File: config.mk
export PLATFORM = sky130hd
export DESIGN_NAME = der_sequence_chain_splitter
export DESIGN_NICKNAME = d
export VERILOG_FILES = /design/src/hdl/dsc_pkg.sv /design/src/hdl/der_sequence_chain_splitter.sv
export SDC_FILE = /design/constraint.sdc
export NUM_CORES = 1
export LEC_CHECK = 0
export ABC_AREA = 0
export BUFFER_PORTS_ARGS = -buffer_cell sky130_fd_sc_hd__buf_2
export CAP_MARGIN = 10
export CORE_UTILIZATION = 66
export DETAILED_ROUTE_END_ITERATION = 6
export GPL_TIMING_DRIVEN = 0
export PLACE_DENSITY = 0.86
export SYNTH_ARGS = -nofsm -noshare
export SYNTH_HDL_FRONTEND = slang
export SYNTH_SLANG_ARGS = --single-unit
File: constraint.sdc
create_clock -name aclk -period 18.5 [get_ports aclk]
set_input_delay 4.625 -clock aclk [delete_from_list [all_inputs] [get_ports aclk]]
set_output_delay 4.625 -clock aclk [all_outputs]
set_load 0.02 [all_outputs]
File: src/hdl/dsc_pkg.sv
// ----------------------------------------------------------------------------
// dsc_pkg
// Shared types and constants for the DER sequence chain splitter.
// ----------------------------------------------------------------------------
package dsc_pkg;

    // offset arithmetic widths, sums carry one extra bit so they do not wrap
    localparam int OFFSET_WIDTH = 16;
    localparam int SUM_WIDTH    = OFFSET_WIDTH + 1;

    // DER header byte codes
    localparam logic [7:0] TAG_SEQUENCE = 8'h30;
    localparam logic [7:0] LEN_ONE_BYTE = 8'h81;
    localparam logic [7:0] LEN_TWO_BYTE = 8'h82;

    // length form codes
    localparam logic [1:0] FORM_SHORT = 2'd0;
    localparam logic [1:0] FORM_ONE   = 2'd1;
    localparam logic [1:0] FORM_TWO   = 2'd2;

    // register map, selected by paddr[2]
    localparam int         APB_ADDR_WIDTH   = 3;
    localparam logic       REG_CHAIN_LENGTH = 1'b0;
    localparam logic       REG_MAX_ENTRIES  = 1'b1;
    localparam logic [7:0] MAX_ENTRIES_RST  = 8'hFF;

    // result queue
    localparam int QUEUE_DEPTH = 4;
    localparam int QPTR_WIDTH  = $clog2(QUEUE_DEPTH);
    localparam int QCNT_WIDTH  = $clog2(QUEUE_DEPTH + 1);

    // one result beat
    typedef struct packed {
        logic        last_result;
        logic        is_done;
        logic [7:0]  entry_count;
        logic [15:0] entry_length;
        logic [15:0] entry_offset;
    } result_t;

endpackage

File: src/hdl/der_sequence_chain_splitter.sv
// ----------------------------------------------------------------------------
// der_sequence_chain_splitter
// Splits a byte stream of concatenated DER elements into top-level SEQUENCE
// elements, reporting offset, length and count, then a done beat.
// ----------------------------------------------------------------------------
//  channel   dir  handshake          payload
//  s_        in   s_tvalid/s_tready  s_tdata = data_byte, s_tlast = last
//  m_        out  m_tvalid/m_tready  m_tdata = offset,length,count,
//                                    m_tuser = is_done, m_tlast = last_result
//  apb       in   psel/penable       chain_length @0x0, max_entries @0x4
//
//  One byte is taken per cycle while s_tready is high; header decode, bounds checks and the
//  next-element sum all settle between the state registers and the
//  four-entry result queue. A byte makes zero, one or two result beats.
//  s_tready is high while the queue has room for two beats, so a stalled
//  m_ side holds the input off once three or four beats are pending.
//  aresetn (synchronous) clears the walk, the queue and the registers.
// ----------------------------------------------------------------------------
module der_sequence_chain_splitter
    import dsc_pkg::*;
(
    input  logic                      aclk,
    input  logic                      aresetn,
    // input byte stream
    input  logic                      s_tvalid,
    output logic                      s_tready,
    input  logic [7:0]                s_tdata,   // [7:0] data_byte
    input  logic                      s_tlast,   // last
    // result stream
    output logic                      m_tvalid,
    input  logic                      m_tready,
    output logic [39:0]               m_tdata,   // [15:0] entry_offset,
                                                 // [31:16] entry_length,
                                                 // [39:32] entry_count
    output logic                      m_tuser,   // [0] is_done
    output logic                      m_tlast,   // last_result
    // configuration
    input  logic                      psel,
    input  logic                      penable,
    input  logic                      pwrite,
    input  logic [APB_ADDR_WIDTH-1:0] paddr,
    input  logic [31:0]               pwdata,
    output logic [31:0]               prdata,
    output logic                      pready
);

    typedef enum logic [2:0] {
        PH_TAG,
        PH_LEN,
        PH_EXT1,
        PH_EXT2,
        PH_BODY
    } phase_t;

    // walk state
    logic [OFFSET_WIDTH-1:0] position_reg, position_next;
    logic [OFFSET_WIDTH-1:0] element_start_reg, element_start_next;
    phase_t                  phase_reg, phase_next;
    logic [1:0]              length_form_reg, length_form_next;
    logic [15:0]             length_value_reg, length_value_next;
    logic [SUM_WIDTH-1:0]    header_end_reg, header_end_next;
    logic [SUM_WIDTH-1:0]    next_element_reg, next_element_next;
    logic [7:0]              found_count_reg, found_count_next;
    logic                    stopped_reg, stopped_next;

    // configuration
    logic [15:0]             chain_length_reg;
    logic [7:0]              max_entries_reg;

    // result queue
    result_t                 queue_reg [QUEUE_DEPTH];
    logic [QPTR_WIDTH-1:0]   wr_ptr_reg, rd_ptr_reg;
    logic [QCNT_WIDTH-1:0]   count_reg;

    logic                    in_fire, out_fire, cfg_write;
    logic                    finish, header_done, element_end, elem_found;
    logic                    use_elem, use_done;
    logic [SUM_WIDTH-1:0]    chain_ext, pos_ext;
    logic [15:0]             length_cur;
    result_t                 elem_res, done_res, res0, res1;
    logic [1:0]              push_count;

    assign in_fire   = s_tvalid && s_tready;
    assign out_fire  = m_tvalid && m_tready;
    assign cfg_write = psel && penable && pwrite && pready;
    assign chain_ext = SUM_WIDTH'(chain_length_reg);
    assign pos_ext   = SUM_WIDTH'(position_reg);

    // header decode and bounds checks for the byte at the input
    always_comb begin
        position_next      = position_reg + 1'b1;
        element_start_next = element_start_reg;
        phase_next         = phase_reg;
        length_form_next   = length_form_reg;
        header_end_next    = header_end_reg;
        next_element_next  = next_element_reg;
        found_count_next   = found_count_reg;
        stopped_next       = stopped_reg;
        length_cur         = length_value_reg;
        finish             = 1'b0;
        header_done        = 1'b0;
        element_end        = 1'b0;
        elem_found         = 1'b0;
        elem_res           = '0;

        if (!stopped_reg) begin
            case (phase_reg)
                PH_TAG: begin
                    if (found_count_reg >= max_entries_reg ||
                        position_reg >= chain_length_reg ||
                        s_tdata != TAG_SEQUENCE ||
                        pos_ext + SUM_WIDTH'(2) > chain_ext) begin
                        finish = 1'b1;
                    end else begin
                        element_start_next = position_reg;
                        header_end_next    = pos_ext + SUM_WIDTH'(2);
                        phase_next         = PH_LEN;
                    end
                end
                PH_LEN: begin
                    if (!s_tdata[7]) begin
                        length_form_next = FORM_SHORT;
                        length_cur       = {8'h00, s_tdata};
                        header_done      = 1'b1;
                    end else if (s_tdata == LEN_ONE_BYTE || s_tdata == LEN_TWO_BYTE) begin
                        length_form_next = (s_tdata == LEN_ONE_BYTE) ? FORM_ONE : FORM_TWO;
                        length_cur       = '0;
                        header_end_next  = header_end_reg + SUM_WIDTH'(length_form_next);
                        if (header_end_next > chain_ext) begin
                            finish = 1'b1;
                        end else begin
                            phase_next = PH_EXT1;
                        end
                    end else begin
                        finish = 1'b1;
                    end
                end
                PH_EXT1, PH_EXT2: begin
                    length_cur = {length_value_reg[7:0], s_tdata};
                    if (phase_reg == PH_EXT1 && length_form_reg == FORM_TWO) begin
                        phase_next = PH_EXT2;
                    end else begin
                        header_done = 1'b1;
                    end
                end
                PH_BODY: begin
                    if (pos_ext + SUM_WIDTH'(1) >= next_element_reg) begin
                        element_end = 1'b1;
                    end
                end
                default: begin
                    phase_next = PH_TAG;
                end
            endcase

            // complete header: bounds check and element report
            if (header_done) begin
                if (header_end_reg > chain_ext ||
                    SUM_WIDTH'(length_cur) > chain_ext - header_end_reg) begin
                    finish = 1'b1;
                end else begin
                    elem_found              = 1'b1;
                    found_count_next        = found_count_reg + 1'b1;
                    next_element_next       = header_end_reg + SUM_WIDTH'(length_cur);
                    elem_res.is_done        = 1'b0;
                    elem_res.entry_offset   = 16'(element_start_reg);
                    elem_res.entry_length   = 16'(next_element_next -
                                                  SUM_WIDTH'(element_start_reg));
                    elem_res.entry_count    = found_count_next;
                    if (length_cur == 16'd0) begin
                        element_end = 1'b1;
                    end else begin
                        phase_next = PH_BODY;
                    end
                end
            end

            // element closed: stop on limit or end of chain
            if (element_end) begin
                phase_next = PH_TAG;
                if (found_count_next >= max_entries_reg ||
                    next_element_next >= chain_ext) begin
                    finish = 1'b1;
                end
            end

            if (finish) begin
                stopped_next = 1'b1;
            end
        end

        // an element beat may be followed by a done beat from the same byte
        use_elem = elem_found;
        use_done = finish || (s_tlast && !stopped_next);

        done_res              = '0;
        done_res.is_done      = 1'b1;
        done_res.entry_count  = found_count_next;
        done_res.last_result  = 1'b1;
        elem_res.last_result  = !use_done;

        res0       = use_elem ? elem_res : done_res;
        res1       = done_res;
        push_count = {1'b0, use_elem} + {1'b0, use_done};

        length_value_next = length_cur;

        // last byte rearms the walk
        if (s_tlast) begin
            position_next      = '0;
            element_start_next = '0;
            phase_next         = PH_TAG;
            length_form_next   = FORM_SHORT;
            length_value_next  = '0;
            next_element_next  = '0;
            found_count_next   = '0;
            stopped_next       = 1'b0;
        end
    end

    // state, configuration and result queue
    always_ff @(posedge aclk) begin
        if (!aresetn) begin
            position_reg      <= '0;
            element_start_reg <= '0;
            phase_reg         <= PH_TAG;
            length_form_reg   <= FORM_SHORT;
            length_value_reg  <= '0;
            header_end_reg    <= '0;
            next_element_reg  <= '0;
            found_count_reg   <= '0;
            stopped_reg       <= 1'b0;
            chain_length_reg  <= '0;
            max_entries_reg   <= MAX_ENTRIES_RST;
            wr_ptr_reg        <= '0;
            rd_ptr_reg        <= '0;
            count_reg         <= '0;
        end else begin
            if (cfg_write) begin
                case (paddr[2])
                    REG_CHAIN_LENGTH: chain_length_reg <= pwdata[15:0];
                    REG_MAX_ENTRIES:  max_entries_reg  <= pwdata[7:0];
                    default: ;
                endcase
            end

            if (in_fire) begin
                position_reg      <= position_next;
                element_start_reg <= element_start_next;
                phase_reg         <= phase_next;
                length_form_reg   <= length_form_next;
                length_value_reg  <= length_value_next;
                header_end_reg    <= header_end_next;
                next_element_reg  <= next_element_next;
                found_count_reg   <= found_count_next;
                stopped_reg       <= stopped_next;
                if (push_count != 2'd0) begin
                    queue_reg[wr_ptr_reg] <= res0;
                end
                if (push_count == 2'd2) begin
                    queue_reg[wr_ptr_reg + 1'b1] <= res1;
                end
                wr_ptr_reg <= wr_ptr_reg + QPTR_WIDTH'(push_count);
            end

            if (out_fire) begin
                rd_ptr_reg <= rd_ptr_reg + 1'b1;
            end

            count_reg <= count_reg
                       + (in_fire ? QCNT_WIDTH'(push_count) : '0)
                       - QCNT_WIDTH'(out_fire);
        end
    end

    // room for two beats keeps the input independent of m_tready
    assign s_tready = (count_reg <= QCNT_WIDTH'(QUEUE_DEPTH - 2));

    assign m_tvalid = (count_reg != '0);
    assign m_tdata  = {queue_reg[rd_ptr_reg].entry_count,
                       queue_reg[rd_ptr_reg].entry_length,
                       queue_reg[rd_ptr_reg].entry_offset};
    assign m_tuser  = queue_reg[rd_ptr_reg].is_done;
    assign m_tlast  = queue_reg[rd_ptr_reg].last_result;

    // register read back
    assign pready = 1'b1;
    always_comb begin
        case (paddr[2])
            REG_CHAIN_LENGTH: prdata = {16'h0000, chain_length_reg};
            REG_MAX_ENTRIES:  prdata = {24'h000000, max_entries_reg};
            default:          prdata = '0;
        endcase
    end

endmodule

======== Word-level counts from Yosys, hierarchy flattened ========
Memories as Yosys holds them, arrays and structs flattened. A register that Yosys moved wholly into a read port is not among the register bits.
Cells that the tools add are included.
storage, ports and cells
  register bits ........................... 127
  bits in latches ......................... 0
  bits in writable memories ............... 168
  ROM bits ................................ 0
  output and inout port bits .............. 77
  logic and storage cells ................. 171
  memories ................................ 1
operators by class
  $add $sub $neg .......................... 14
  multipliers ............................. 0
  divide/modulo/power cells ............... 0
  $lt $le $gt $ge ......................... 10
  equality and inequality tests ........... 15
  shift-type cells ........................ 0
  multiplexer cells ....................... 86
  bitwise logic cells ..................... 2
  reduce and logical (&&, ||, !) cells .... 29
memory list
  memory     words  bits a word  read ports  clocked after memory_dff  wr ports  RTL line                           source
  queue_reg  4      42           1           1                         2         der_sequence_chain_splitter.sv:71  result_t queue_reg [QUEUE_DEPTH];
operators with widths
  cell                                                             count
  16-bit 2-to-1 mux                                                10
  17-bit 2-to-1 mux                                                8
  40-bit 2-to-1 mux                                                3
  32-bit case mux with 2 select lines                              1
  17-bit by 16-bit greater-than comparator with 1-bit output       3
  42-bit 2-to-1 mux                                                1
  8-bit 2-to-1 mux                                                 5
  17-bit case mux with 2 select lines                              1
  1-bit 2-to-1 mux                                                 33
  3-bit 2-to-1 mux                                                 11
  16-bit case mux with 2 select lines                              1
  2-bit 2-to-1 mux                                                 9
  16-bit by 1-bit adder with 17-bit output, second input constant  1
  16-bit by 2-bit adder with 17-bit output, second input constant  1
  17-bit by 16-bit adder with 17-bit output                        1
  17-bit by 2-bit adder with 17-bit output                         1
  17-bit by 16-bit >= comparator with 1-bit output                 1
  17-bit >= comparator                                             1
  16-bit by 17-bit greater-than comparator with 1-bit output       1
  16-bit by 17-bit subtractor with 17-bit output                   1
  16-bit by 1-bit adder with 16-bit output, second input constant  1
  8-bit equality test, second input constant                       2
  16-bit >= comparator                                             1
  8-bit >= comparator                                              2
  29 further kinds                                                 56

======== Longest topological paths before layout ========
  depth after elaboration ................. 27
  depth in mapped cells ................... 41
  mapped depth without buffers ............ 41

======== Worst setup path before layout ========
No wires, ideal clock.
  path type ............................... input -> register
  start ................................... in s_tdata[7]
  end ..................................... mem queue_reg[0][32] (netlist name), enable pin
  arrival ................................. 11.333 ns
  data required time ...................... 18.169 ns
  path slack .............................. 6.836 ns
  stages on the path ...................... 33
  cells stage by stage .................... clkbuf_1 -> inv_1 -> a21o_1 -> clkbuf_1 -> a31oi_1 -> clkbuf_1 -> a22o_1 -> ha_1 -> a211oi_1 -> nor2_1 -> o21a_1 -> o21ai_0 -> a31oi_1 -> a211oi_1 -> clkbuf_1 -> clkbuf_1 -> o21ai_0 -> ha_1 -> nand4_1 -> nor2_1 -> nand4_1 -> or3_1 -> nand3_1 -> o31a_1 -> o22ai_1 -> a31o_2 -> ha_1 -> or3_1 -> clkbuf_1 -> nor3_1 -> nor2_1 -> clkbuf_1 -> inv_1
RTL lines
  item             RTL line                           source
  start, declared  der_sequence_chain_splitter.sv:27  input logic [7:0] s_tdata,
  end, declared    der_sequence_chain_splitter.sv:71

==> flow_summary.toml <==
[logic_synthesis]
async_flop_share_pct = 0
synth_common_cells = "dfxtp_1, nand2_1, nor2_1"
synth.distinct_cells = 78
synthCells = 2136
postSynthAreaPerCell_sq_um = 8.59
synthTopCellsByArea = "dfxtp_1, ha_1, edfxtp_1"
synth_top_area_share_pct = 28.9
synth_edf_count = 32
synth-main-ff-cell = "dfxtp_1"
ys_ff_latch = 297
ys_seq_area_share_pct = 34.2
synth_area_sq_mm = 0.0183
yosysTopAreaCell = "dfxtp_1"
synth.most_common_cell = "dfxtp_1"
yosysWarnings = 0

[clock_tree]
clk_latency_ns = 0.57
htreeDepth = 1
clock-sinks = 297
numCtsBuffers = 31
clockBufferDepth = 3
cts_resized = 0
clk_pin_slew_ns = 0.06
cts-root-buf = "clkbuf_16"
cts_tree = "done"
postCtsHoldBufs = 0
postCtsSetupBuffers = 0

[outcome]
status = "completed"

[sta]
max-slew-margin-rel_pct = 13.4
skew_ns = 0.0155
setup_viol = 0
slew_violations = 0
rsz0062_at_grt = "no"
hold_violations = 0
tns_ns = 0
fmax_mhz = 72.9
tightest_slew_ns = 1.29
period_needed_ns = 13.72
fin_crit_sh_pct = 74.1

[critical_path]
cp.required_ns = 18.90
worst_path_most_repeated_cell = "clkbuf_1"
path_class = "primary input to register"
cpPeakStageDelay_ns = 0.59
arrival_ns = 14.12
start_kind = "primary input"
end_kind = "register"
slowest_stage = "clkbuf_1"
startpoint = "s_tdata[7]"
cp_max_fo = 10
rr_startpoint = "chain_length_reg[0]"

[drt]
ant_nets = 0
drc = 0
wirelength_mm = 61.0
vias = 17600
highest_layer = "met4"
wl_per_cell_um = 22.9
via_per_inst = 6.58
dr_wl_met2_mm = 27.5
drt-initial-drc-count = 2165
dr.pass1.iters = 6
drt-met1-wl_mm = 23.0
route.met3.wl_mm = 5.71

[placed_design]
gp_congestion = 1.03
io_buffers = 88
dpl.hpwl_mm = 45.7
dpl-instance-area_sq_mm = 0.0193

[grt]
grt_max_degree = 16
grt_overflow = 0
antenna_found_initial = 0
grt_pass1_wl_mm = 93.3
grt_pass1_vias = 16900
gr-usage-all-layers_pct = 42.7

[floorplanning]
pin_count = 128
rows = 60
core_area_sq_mm = 0.0271
die_h_um = 169
dieArea_sq_mm = 0.0285
start_util_pct = 67.7
die_x_um = 169

[min_path]
hold_path_startpoint = "queue_reg[2][25]"
hp-class = "register to register"

[final_layout]
fillCellCount = 1982
area_growth_pct = 11.4
fin_area_sq_mm = 0.0204
multi_input_area_sq_mm = 0.0112
largest_reg_flops = 168
regArea_sq_mm = 0.00627
diodes = 0
final_nets = 2501
layout-drive-gt1-share_pct = 10.2

[power]
p_leak_nw = 8.12
irDropWorstVdd_mv = 0.0792
power.density_mw_per_mm2 = 80.7

[run]
max-cap-violations = 0
## placed cells by master (no fill, tap or decap), drive strengths merged, types with 42 or more instances in the layout
master,count
nor2,192
buf,116
a21oi,115
mux4,42
clkbuf,138
dfxtp,265
nor3,45
o21ai,186
ha,172
nand3,53
nand2,255
xnor2,62
a22o,67
inv,111
## path summary, 6_finish.rpt
kind	depth (start not counted)	slack [ns]	to
max	35	4.78	queue_reg[1][40]
min	2	0.45	queue_reg[2][25]
max reg2reg	39	8.36	queue_reg[1][40]
min reg2reg	2	0.45	queue_reg[2][25]
## cells by family (layout without fill, tap and decap cells)
logic type	after synthesis	after routing	synth area share, %
other cells	2	17	0.0409
flops	297	297	34.2
compound gates	575	575	20.2
buf+inv	237	383	5.24
fa+ha+maj	177	177	12.3
xor+xnor	92	92	4.47
simple gates	698	698	17.5
mux	58	58	6.08
## metrics by stage
stage                     hold slack, ns  instances  total power [mW]  utilization, %  setup WS [ns]
after floorplan                    0.420       2151             0.876               -           6.84
after global placement             0.428       2611             0.956            71.2           4.81
after detailed placement           0.439       2611             0.962            71.2           4.69
after CTS                          0.450       2668              1.64            75.4           5.21
after global routing               0.466       2669              1.69            75.4           4.55
final                              0.449       2669              1.65            75.4           4.78
## worst max-delay path, delay by kind of cell
kind,cells,cell delay [ns]
AO/OA/AOI/OAI,13,3.97
adder cells (fa/ha/maj),3,0.74
buffers and inverters,9,3.10
AND/OR/NAND/NOR,10,1.67
## layout make-up
| class | count | share of cell area (%) |
|---|---|---|
| Buffer | 129 | 2.72 |
| Clock buffer | 36 | 4.08 |
| Clock inverter | 21 | 1.41 |
| Inverter | 108 | 1.98 |
| Multi-Input combinational cell | 1617 | 54.7 |
| Sequential cell | 297 | 30.7 |
| Tap cell | 372 | 2.28 |
| Timing Repair Buffer | 89 | 2.19 |
## routing by layer
metal / up-vias / GRT usage, %
li1: 7961 / -
met1: 8216 / 52.1
met2: 1112 / 69.5
met3: 280 / 6.17
met4: 0 / 30.6
met5: - / 0
## report_power, final
group	leakage, nW	total [mW]	switching [mW]	internal (mW)
registers	2.42	0.677	0.0103	0.666
logic	5.16	0.282	0.189	0.0925
clock network	0.542	0.690	0.281	0.409
total	8.12	1.65	0.481	1.17
Note: power is estimated with default switching activity, not from simulation.
